$ cat src/sv/bcn_block_decoder_assert.svh
// Assertion macros shared by the block decoder modules.
// Expects i_clk and i_rst_n in the scope of every use.
`ifndef BCN_BLOCK_DECODER_ASSERT_SVH
`define BCN_BLOCK_DECODER_ASSERT_SVH

`ifndef NO_ASSERTIONS
`define BCN_ASSERT_IMP(label, ante, cons) \
    label: assert property (@(posedge i_clk) disable iff (!i_rst_n) (ante) |-> (cons)) \
        else $error("%m: assertion failed");
`define BCN_ASSERT_NXT(label, ante, cons) \
    label: assert property (@(posedge i_clk) disable iff (!i_rst_n) (ante) |=> (cons)) \
        else $error("%m: assertion failed");
`else
`define BCN_ASSERT_IMP(label, ante, cons)
`define BCN_ASSERT_NXT(label, ante, cons)
`endif

`endif

$ cat src/sv/bcn_pkg.sv
// Types and constants for the BC1..BC5 block decoder.
// No dependencies; used by every module of the block.
package bcn_pkg;

    typedef enum logic [2:0] {
        FMT_BC1 = 3'd0,
        FMT_BC2 = 3'd1,
        FMT_BC3 = 3'd2,
        FMT_BC4 = 3'd3,
        FMT_BC5 = 3'd4
    } t_format;

    // register index taken from paddr[2]
    localparam logic REG_BLOCK_FORMAT = 1'b0;

    typedef logic [3:0][31:0] t_cpal;
    typedef logic [7:0][7:0]  t_vpal;

    typedef struct packed {
        logic [63:0] block_low;
        logic [63:0] block_high;
    } t_block_in;

    typedef struct packed {
        logic [1:0]  row_index;
        logic [31:0] texel_a;
        logic [31:0] texel_b;
        logic [31:0] texel_c;
        logic [31:0] texel_d;
        logic        final_row;
    } t_row_out;

    // one classified block, palettes resolved, waiting for row expansion
    typedef struct packed {
        logic [2:0]  format;
        t_cpal       cpal;
        t_vpal       vlo;
        t_vpal       vhi;
        logic [63:0] block_low;
        logic [63:0] block_high;
    } t_decoded;

endpackage

$ cat src/sv/bcn_front.sv
// Front end: accepts a block, builds the colour and value palettes.
// Depends on bcn_pkg; feeds bcn_queue.
module bcn_front import bcn_pkg::*; (
    input  logic       i_clk,
    input  logic       i_rst_n,
    input  logic [2:0] i_format,
    input  logic       i_push,
    input  t_block_in  i_block,
    output logic       o_full,
    output logic       o_q_push,
    output t_decoded   o_q_entry,
    input  logic       i_q_full
);

    // x/3, x/7, x/5 by reciprocal multiply; exact over the ranges used here
    function automatic logic [7:0] div3(input logic [9:0] x);
        logic [20:0] p;
        p = 21'(x) * 21'd683;
        return p[18:11];
    endfunction

    function automatic logic [7:0] div7(input logic [10:0] x);
        logic [24:0] p;
        p = 25'(x) * 25'd2341;
        return p[21:14];
    endfunction

    function automatic logic [7:0] div5(input logic [10:0] x);
        logic [23:0] p;
        p = 24'(x) * 24'd1639;
        return p[20:13];
    endfunction

    function automatic t_vpal value_palette(input logic [7:0] a0, input logic [7:0] a1);
        t_vpal       pal;
        logic [10:0] s;
        pal    = '0;
        pal[0] = a0;
        pal[1] = a1;
        for (int i = 1; i <= 6; i++) begin
            if (a0 > a1) begin
                s = 11'(7 - i) * 11'(a0) + 11'(i) * 11'(a1);
                pal[i + 1] = div7(s);
            end else if (i <= 4) begin
                s = 11'(5 - i) * 11'(a0) + 11'(i) * 11'(a1);
                pal[i + 1] = div5(s);
            end
        end
        if (!(a0 > a1)) begin
            pal[6] = 8'h00;
            pal[7] = 8'hFF;
        end
        return pal;
    endfunction

    logic [63:0]      half;
    logic [15:0]      c0;
    logic [15:0]      c1;
    logic [2:0][7:0]  e0;
    logic [2:0][7:0]  e1;
    logic [2:0][7:0]  m2;
    logic [2:0][7:0]  m3;
    logic [2:0][8:0]  avg_sum;
    logic             four_colour;
    t_cpal            cpal;
    logic             accept;

    logic             r_valid;
    logic             n_valid;
    t_decoded         r_entry;

    always_comb begin
        half = (i_format == FMT_BC1) ? i_block.block_low : i_block.block_high;
        c0   = half[15:0];
        c1   = half[31:16];
        e0[0] = {c0[15:11], c0[15:13]};
        e0[1] = {c0[10:5],  c0[10:9]};
        e0[2] = {c0[4:0],   c0[4:2]};
        e1[0] = {c1[15:11], c1[15:13]};
        e1[1] = {c1[10:5],  c1[10:9]};
        e1[2] = {c1[4:0],   c1[4:2]};
        for (int ch = 0; ch < 3; ch++) begin
            m2[ch]      = div3(10'({e0[ch], 1'b0}) + 10'(e1[ch]));
            m3[ch]      = div3(10'(e0[ch]) + 10'({e1[ch], 1'b0}));
            avg_sum[ch] = 9'(e0[ch]) + 9'(e1[ch]);
        end
        four_colour = (i_format != FMT_BC1) || (c0 > c1);
        cpal[0] = {8'hFF, e0[2], e0[1], e0[0]};
        cpal[1] = {8'hFF, e1[2], e1[1], e1[0]};
        if (four_colour) begin
            cpal[2] = {8'hFF, m2[2], m2[1], m2[0]};
            cpal[3] = {8'hFF, m3[2], m3[1], m3[0]};
        end else begin
            cpal[2] = {8'hFF, avg_sum[2][8:1], avg_sum[1][8:1], avg_sum[0][8:1]};
            cpal[3] = 32'h0000_0000;
        end
    end

    assign o_full    = r_valid && i_q_full;
    assign accept    = i_push && !o_full;
    assign o_q_push  = r_valid;
    assign o_q_entry = r_entry;

    always_comb begin
        n_valid = r_valid;
        if (accept) begin
            n_valid = 1'b1;
        end else if (r_valid && !i_q_full) begin
            n_valid = 1'b0;
        end
    end

    always_ff @(posedge i_clk) begin
        if (!i_rst_n) begin
            r_valid <= 1'b0;
        end else begin
            r_valid <= n_valid;
        end
    end

    always_ff @(posedge i_clk) begin
        if (accept) begin
            r_entry.format     <= i_format;
            r_entry.cpal       <= cpal;
            r_entry.vlo        <= value_palette(i_block.block_low[7:0],
                                                i_block.block_low[15:8]);
            r_entry.vhi        <= value_palette(i_block.block_high[7:0],
                                                i_block.block_high[15:8]);
            r_entry.block_low  <= i_block.block_low;
            r_entry.block_high <= i_block.block_high;
        end
    end

endmodule

$ cat src/sv/bcn_queue.sv
// Short queue of decoded blocks between the front and back ends.
// Depends on bcn_pkg and bcn_block_decoder_assert.svh.
`include "bcn_block_decoder_assert.svh"

module bcn_queue import bcn_pkg::*; #(
    parameter int DEPTH = 2
) (
    input  logic     i_clk,
    input  logic     i_rst_n,
    input  logic     i_push,
    input  t_decoded i_entry,
    output logic     o_full,
    input  logic     i_pop,
    output logic     o_empty,
    output t_decoded o_entry
);

    localparam int PTR_W = $clog2(DEPTH);
    localparam int CNT_W = $clog2(DEPTH + 1);

    t_decoded           r_mem [DEPTH];
    logic [PTR_W-1:0]   r_head;
    logic [PTR_W-1:0]   r_tail;
    logic [CNT_W-1:0]   r_count;
    logic [PTR_W-1:0]   n_head;
    logic [PTR_W-1:0]   n_tail;
    logic [CNT_W-1:0]   n_count;
    logic               do_push;
    logic               do_pop;

    assign o_full  = (r_count == CNT_W'(DEPTH));
    assign o_empty = (r_count == '0);
    assign do_push = i_push && !o_full;
    assign do_pop  = i_pop && !o_empty;
    assign o_entry = r_mem[r_head];

    always_comb begin
        n_head  = r_head;
        n_tail  = r_tail;
        n_count = r_count;
        if (do_push) begin
            n_tail = (r_tail == PTR_W'(DEPTH - 1)) ? '0 : r_tail + 1'b1;
        end
        if (do_pop) begin
            n_head = (r_head == PTR_W'(DEPTH - 1)) ? '0 : r_head + 1'b1;
        end
        if (do_push && !do_pop) begin
            n_count = r_count + 1'b1;
        end else if (do_pop && !do_push) begin
            n_count = r_count - 1'b1;
        end
    end

    always_ff @(posedge i_clk) begin
        if (!i_rst_n) begin
            r_head  <= '0;
            r_tail  <= '0;
            r_count <= '0;
        end else begin
            r_head  <= n_head;
            r_tail  <= n_tail;
            r_count <= n_count;
        end
    end

    always_ff @(posedge i_clk) begin
        if (do_push) begin
            r_mem[r_tail] <= i_entry;
        end
    end

    `BCN_ASSERT_IMP(a_count_range, 1'b1, r_count <= CNT_W'(DEPTH))
    `BCN_ASSERT_NXT(a_count_inc, do_push && !do_pop, r_count == $past(r_count) + 1'b1)

endmodule

$ cat src/sv/bcn_back.sv
// Back end: makes four rows of the head block, one per cycle unless stalled.
// Depends on bcn_pkg and bcn_block_decoder_assert.svh.
`include "bcn_block_decoder_assert.svh"

module bcn_back import bcn_pkg::*; (
    input  logic     i_clk,
    input  logic     i_rst_n,
    input  logic     i_q_valid,
    input  t_decoded i_q_entry,
    output logic     o_q_pop,
    output logic     o_empty,
    input  logic     i_pop,
    output t_row_out o_row
);

    logic [1:0]        r_row;
    logic [1:0]        n_row;
    logic              r_out_valid;
    logic              n_out_valid;
    t_row_out          r_out;
    logic              load;

    logic [31:0]       cword;
    logic [47:0]       aword_lo;
    logic [47:0]       aword_hi;
    logic [3:0]        t;
    logic [1:0]        ci;
    logic [2:0]        li;
    logic [2:0]        hj;
    logic [3:0]        a4;
    logic [31:0]       col;
    logic [3:0][31:0]  tex;

    always_comb begin
        cword    = (i_q_entry.format == FMT_BC1) ? i_q_entry.block_low[63:32]
                                                 : i_q_entry.block_high[63:32];
        aword_lo = i_q_entry.block_low[63:16];
        aword_hi = i_q_entry.block_high[63:16];
        t   = '0;
        ci  = '0;
        li  = '0;
        hj  = '0;
        a4  = '0;
        col = '0;
        for (int x = 0; x < 4; x++) begin
            t   = {r_row, 2'(x)};
            ci  = cword[{t, 1'b0} +: 2];
            li  = aword_lo[6'(t) * 6'd3 +: 3];
            hj  = aword_hi[6'(t) * 6'd3 +: 3];
            a4  = i_q_entry.block_low[{t, 2'b00} +: 4];
            col = i_q_entry.cpal[ci];
            case (i_q_entry.format)
                FMT_BC1: tex[x] = col;
                FMT_BC2: tex[x] = {a4, a4, col[23:0]};
                FMT_BC3: tex[x] = {i_q_entry.vlo[li], col[23:0]};
                FMT_BC4: tex[x] = {8'hFF, i_q_entry.vlo[li], i_q_entry.vlo[li],
                                   i_q_entry.vlo[li]};
                FMT_BC5: tex[x] = {8'hFF, 8'h00, i_q_entry.vhi[hj], i_q_entry.vlo[li]};
                default: tex[x] = 32'h0000_0000;
            endcase
        end
    end

    assign load    = i_q_valid && (!r_out_valid || i_pop);
    // the block leaves the queue once its last row is in the output register
    assign o_q_pop = load && (r_row == 2'd3);
    assign o_empty = !r_out_valid;
    assign o_row   = r_out;

    always_comb begin
        n_row       = r_row;
        n_out_valid = r_out_valid;
        if (load) begin
            n_row       = r_row + 2'd1;
            n_out_valid = 1'b1;
        end else if (i_pop) begin
            n_out_valid = 1'b0;
        end
    end

    always_ff @(posedge i_clk) begin
        if (!i_rst_n) begin
            r_row       <= '0;
            r_out_valid <= 1'b0;
        end else begin
            r_row       <= n_row;
            r_out_valid <= n_out_valid;
        end
    end

    always_ff @(posedge i_clk) begin
        if (load) begin
            r_out.row_index <= r_row;
            r_out.texel_a   <= tex[0];
            r_out.texel_b   <= tex[1];
            r_out.texel_c   <= tex[2];
            r_out.texel_d   <= tex[3];
            r_out.final_row <= (r_row == 2'd3);
        end
    end

    `BCN_ASSERT_IMP(a_final_row, r_out_valid, r_out.final_row == (r_out.row_index == 2'd3))
    `BCN_ASSERT_NXT(a_row_seq, r_out_valid && i_pop && !r_out.final_row,
                    r_out_valid && (r_out.row_index == $past(r_out.row_index) + 2'd1))

endmodule

$ cat src/sv/bcn_block_decoder.sv
// Top level of the BC1..BC5 block decoder: config register, front, queue, back.
// Depends on bcn_pkg, bcn_front, bcn_queue and bcn_back.
//
// Usage:
//   Input queue port: a 16-byte compressed block on i_block is taken when push
//   is high and full is low. Result queue port: while empty is low, o_row holds
//   one texel row (four RGBA8 texels); pop takes it. Rows come out in order
//   0..3, final_row marks row 3.
//   block_format (BC1..BC5) sits at APB address 0; write it only while idle.
//   A block passes the front end's register and the queue before its first row
//   is registered onto o_row. Rows leave at one row per cycle while the
//   receiver pops, set by the back end's single row expansion unit. The front
//   end can take a new block every cycle until the QUEUE_DEPTH-entry queue and
//   its own stage are full.
//   Reset empties the queue and output register and sets block_format to BC1.
//   When the receiver stalls, the current row holds; the queue then fills and
//   full rises, after which the sender waits.
module bcn_block_decoder import bcn_pkg::*; #(
    parameter int QUEUE_DEPTH = 2
) (
    input  logic        i_clk,
    input  logic        i_rst_n,
    input  logic        push,
    input  t_block_in   i_block,
    output logic        full,
    output logic        empty,
    input  logic        pop,
    output t_row_out    o_row,
    input  logic        psel,
    input  logic        penable,
    input  logic        pwrite,
    input  logic [2:0]  paddr,
    input  logic [31:0] pwdata,
    output logic [31:0] prdata,
    output logic        pready
);

    logic [2:0] r_block_format;
    logic [2:0] n_block_format;
    logic       q_push;
    logic       q_full;
    logic       q_pop;
    logic       q_empty;
    t_decoded   q_in;
    t_decoded   q_out;

    assign pready = 1'b1;
    assign prdata = (paddr[2] == REG_BLOCK_FORMAT) ? {29'd0, r_block_format} : 32'd0;

    always_comb begin
        n_block_format = r_block_format;
        if (psel && penable && pwrite && pready && (paddr[2] == REG_BLOCK_FORMAT)) begin
            n_block_format = pwdata[2:0];
        end
    end

    always_ff @(posedge i_clk) begin
        if (!i_rst_n) begin
            r_block_format <= FMT_BC1;
        end else begin
            r_block_format <= n_block_format;
        end
    end

    bcn_front u_front (
        .i_clk     (i_clk),
        .i_rst_n   (i_rst_n),
        .i_format  (r_block_format),
        .i_push    (push),
        .i_block   (i_block),
        .o_full    (full),
        .o_q_push  (q_push),
        .o_q_entry (q_in),
        .i_q_full  (q_full)
    );

    bcn_queue #(
        .DEPTH (QUEUE_DEPTH)
    ) u_queue (
        .i_clk   (i_clk),
        .i_rst_n (i_rst_n),
        .i_push  (q_push),
        .i_entry (q_in),
        .o_full  (q_full),
        .i_pop   (q_pop),
        .o_empty (q_empty),
        .o_entry (q_out)
    );

    bcn_back u_back (
        .i_clk     (i_clk),
        .i_rst_n   (i_rst_n),
        .i_q_valid (!q_empty),
        .i_q_entry (q_out),
        .o_q_pop   (q_pop),
        .o_empty   (empty),
        .i_pop     (pop),
        .o_row     (o_row)
    );

endmodule

$ cat config.mk
export PLATFORM = sky130hd
export DESIGN_NAME = bcn_block_decoder
export DESIGN_NICKNAME = d
export VERILOG_FILES = /design/src/sv/bcn_pkg.sv /design/src/sv/bcn_front.sv /design/src/sv/bcn_queue.sv /design/src/sv/bcn_back.sv /design/src/sv/bcn_block_decoder.sv
export VERILOG_INCLUDE_DIRS = /design/src /design/src/sv
export SDC_FILE = /design/constraint.sdc
export NUM_CORES = 2
export LEC_CHECK = 0
export BUFFER_PORTS_ARGS = -buffer_cell sky130_fd_sc_hd__buf_2
export CORE_UTILIZATION = 60
export CTS_CLUSTER_SIZE = 24
export DETAILED_ROUTE_END_ITERATION = 16
export PLACE_DENSITY = 0.77
export SLEW_MARGIN = 10
export SYNTH_ARGS = -nofsm -noshare
export SYNTH_HDL_FRONTEND = slang
export SYNTH_HIERARCHICAL = 1
export SYNTH_SLANG_ARGS = --single-unit
$ cat constraint.sdc
create_clock -name i_clk -period 40.5 [get_ports i_clk]
set_input_delay 2.025 -clock i_clk [delete_from_list [all_inputs] [get_ports i_clk]]
set_output_delay 2.025 -clock i_clk [all_outputs]
set_load 0.01 [all_outputs]
==> metrics.md <==
| Metric | Value |
|---|---|
| Status | finished, final reports clean |
| Sequential Area | 35700 sq um |
| Nature of the critical path startpoint | input port |
| 1st-pass router iterations | 6 |
| Hold path start | u_front/o_q_entry[333] |
| Layout area overhead | 6.51% |
| Worst reg2reg endpoint | u_front/o_q_entry[367] |
| CTS tree | yes |
| RSZ-0062 raised after global routing | false |
| Vias | ~70000 |
| Drt via density | 6.11 |
| Final Hold Fails | 0 |
| Mapped cell area | around 110000 sq um |
| Hold Crit Class | flip-flop to flip-flop |
| Core area | 177000 sq um |
| Clk Tree Root Cell | clkbuf_16 |
| Port bufs | ~270 |
| Arr. time, crit path | 10.21 ns |
| Max Slew Vio Count | 0 |
| Global-route wire length before repair | 431 mm |
| I/O pins | 336 |
| Crit path max-delay family | adder cells |
| Post_cts resized | 0 |
| # fillers | 13300 |
| Slew @ Worst Pin | roughly 1.3 ns |
| Hold buffers post-CTS | 0 |
| Routed Antenna Nets | 0 |
| Yosys warns | 6 |
| CP max stage delay | 0.61 ns |
| Mean Syn Cell Area | about 12 sq um |
| 1st-iter DRT viols | 5698 |
| Commonest non-fill, non-tap cell in the layout | ha_1 |
| Reg2reg start | r_block_format[2] |
| Setup_tns | 0 ns |
| Max Root-Sink Buffers | 3 |
| Reg2Reg Setup Slack | 31.69 ns |
| Remaining Overflow, GRT | 0 |
| # setup viols final | 0 |
| Nets | 11700 |
| CTS Buf Count | 114 |
| Fmax | 103 MHz |
| Hold Crit Depth | 0 |
| Slowest library cell on the worst path | buf_2 |
| Initial antenna violation count | 12 |
| Die Area | 180000 sq um |
| DP HPWL | between 200 and 250 mm |
| Most frequent cells in the layout | ha_1, edfxtp_1, inv_1 |
| DR WL/cell | 25.0 um |
| Die Width | 424 um |
| Max Cap Viol | 0 |
| Crit share post-route | between 20% and 30% |
| Required @ worst endpoint | 40.97 ns |
| Setup Buffers After CTS | 0 |
| Share of post-route cells with drive strength above 1 | 12.1% |
| Area of the multi-input gates | 65200 sq um |
| # DRC | 0 |
| Crit. End Element | flip-flop |
| Layout Skew | roughly 0.11 ns |
| Cells on worst reg2reg path | 26 |
| Initial Utilization | 60.5% |
| Vias in the first global route | 72500 |
| Clock Sinks | approximately 1200 |
| Fin crit period | 9.74 ns |
| Kind of critical path | input port to flip-flop |
| Crit path depth | 28 |
| Worst Path Buf+Inv | 4 |
| Cells after synthesis | 8801 |
| FP Rows | 154 |
| Largest net degree at the start of global routing | 128 |
| Die height | between 400 and 500 um |
| Slew HR | 13.1% |
| WHS Endpoint | u_queue/r_mem[1][333] |
| CTS clk-pin slew, worst paths | 0.06 ns |
| GRT Total Usage | between 30% and 40% |
| Crit-path max FO | 14 |
| Final WL | 286 mm |
| CTS H-Tree Depth | 3 |
| Final GP Congestion | 0.962 |
| Skew-Pair Late Insertion Delay | 0.83 ns |
## area by class of cell
class	instances	area share, %
inverters	1119	3.69
flip-flops and latches	1193	31.3
well taps	2340	2.57
clock inverters	78	0.800
clock buffers	131	2.58
diodes	8	0.0176
repair buffers	355	1.76
multi-input cells	6219	57.2
## sequential cells by signal, summed over array words and instances, names as in the netlist, named ones only
signal              count
r_block_format          3
u_back/o_row          131
u_back/r_out_valid      1
u_back/r_row            2
u_front/o_q_entry     308
u_front/o_q_push        1
u_queue/r_count         2
u_queue/r_head          1
u_queue/r_mem         742
u_queue/r_tail          1
## worst max-delay path by stage
| stage | start | slack [ns] | end |
|---|---|---|---|
| 6_report | i_block[9] | 30.76 | u_front/o_q_entry[167] |
| 5_1_grt | i_block[9] | 30.34 | u_front/o_q_entry[167] |
| 3_5_place_dp | i_block[77] | 30.00 | u_front/o_q_entry[327] |
| 4_1_cts | i_block[77] | 30.83 | u_front/o_q_entry[326] |
| 3_3_place_gp | i_block[77] | 30.18 | u_front/o_q_entry[327] |
| 2_1_floorplan | push | 24.22 | u_front/o_q_entry[100] |
## metrics by stage
step / area [sq um] / util (%) / cells / hold slack, ns / setup WS (ns)
5_1_grt: 114000 / 64.5 / 11400 / 0.419 / 30.34
4_1_cts: 114000 / 64.5 / 11400 / 0.403 / 30.83
2_1_floorplan: 107000 / - / 8852 / 0.421 / 24.22
3_3_place_gp: 110000 / 62.3 / 11200 / 0.423 / 30.18
6_report: 114000 / 64.5 / 11400 / 0.398 / 30.76
3_5_place_dp: 110000 / 62.3 / 11200 / 0.430 / 30.00
## layer usage
metal | wire (um) | GRT usage, % | vias to the layer above
met2 | 133000 | 51.9 | 2784
met5 | 27 | 0 | -
met3 | 20500 | 4.50 | 682
li1 | - | - | 32000
met1 | 114000 | 40.5 | 34400
met4 | 18300 | 18.2 | 4
## worst register-to-register path, stage by stage, from the launching register on
cell and delay, ns:
dfxtp_1 0.33, nor3_2 0.21, buf_4 0.58, mux2i_1 0.89, inv_1 0.33, ha_1 0.42
nor2b_1 0.14, o21ai_0 0.20, a21boi_0 0.16, o21ai_0 0.24, a21boi_0 0.15, o21ai_0 0.65
inv_1 0.20, ha_1 0.34, ha_1 0.34, fa_1 0.57, fa_1 0.43, ha_1 0.31
ha_1 0.33, a21oi_1 0.16, o21ai_0 0.27, o41ai_4 0.36, o2111ai_1 0.26, a21o_1 0.27
a21oi_1 0.18, xnor2_1 0.15, nor2_1 0.05
Power is not shown: default switching activity piles up to over one toggle a cycle in this logic, so the estimate is an artifact.
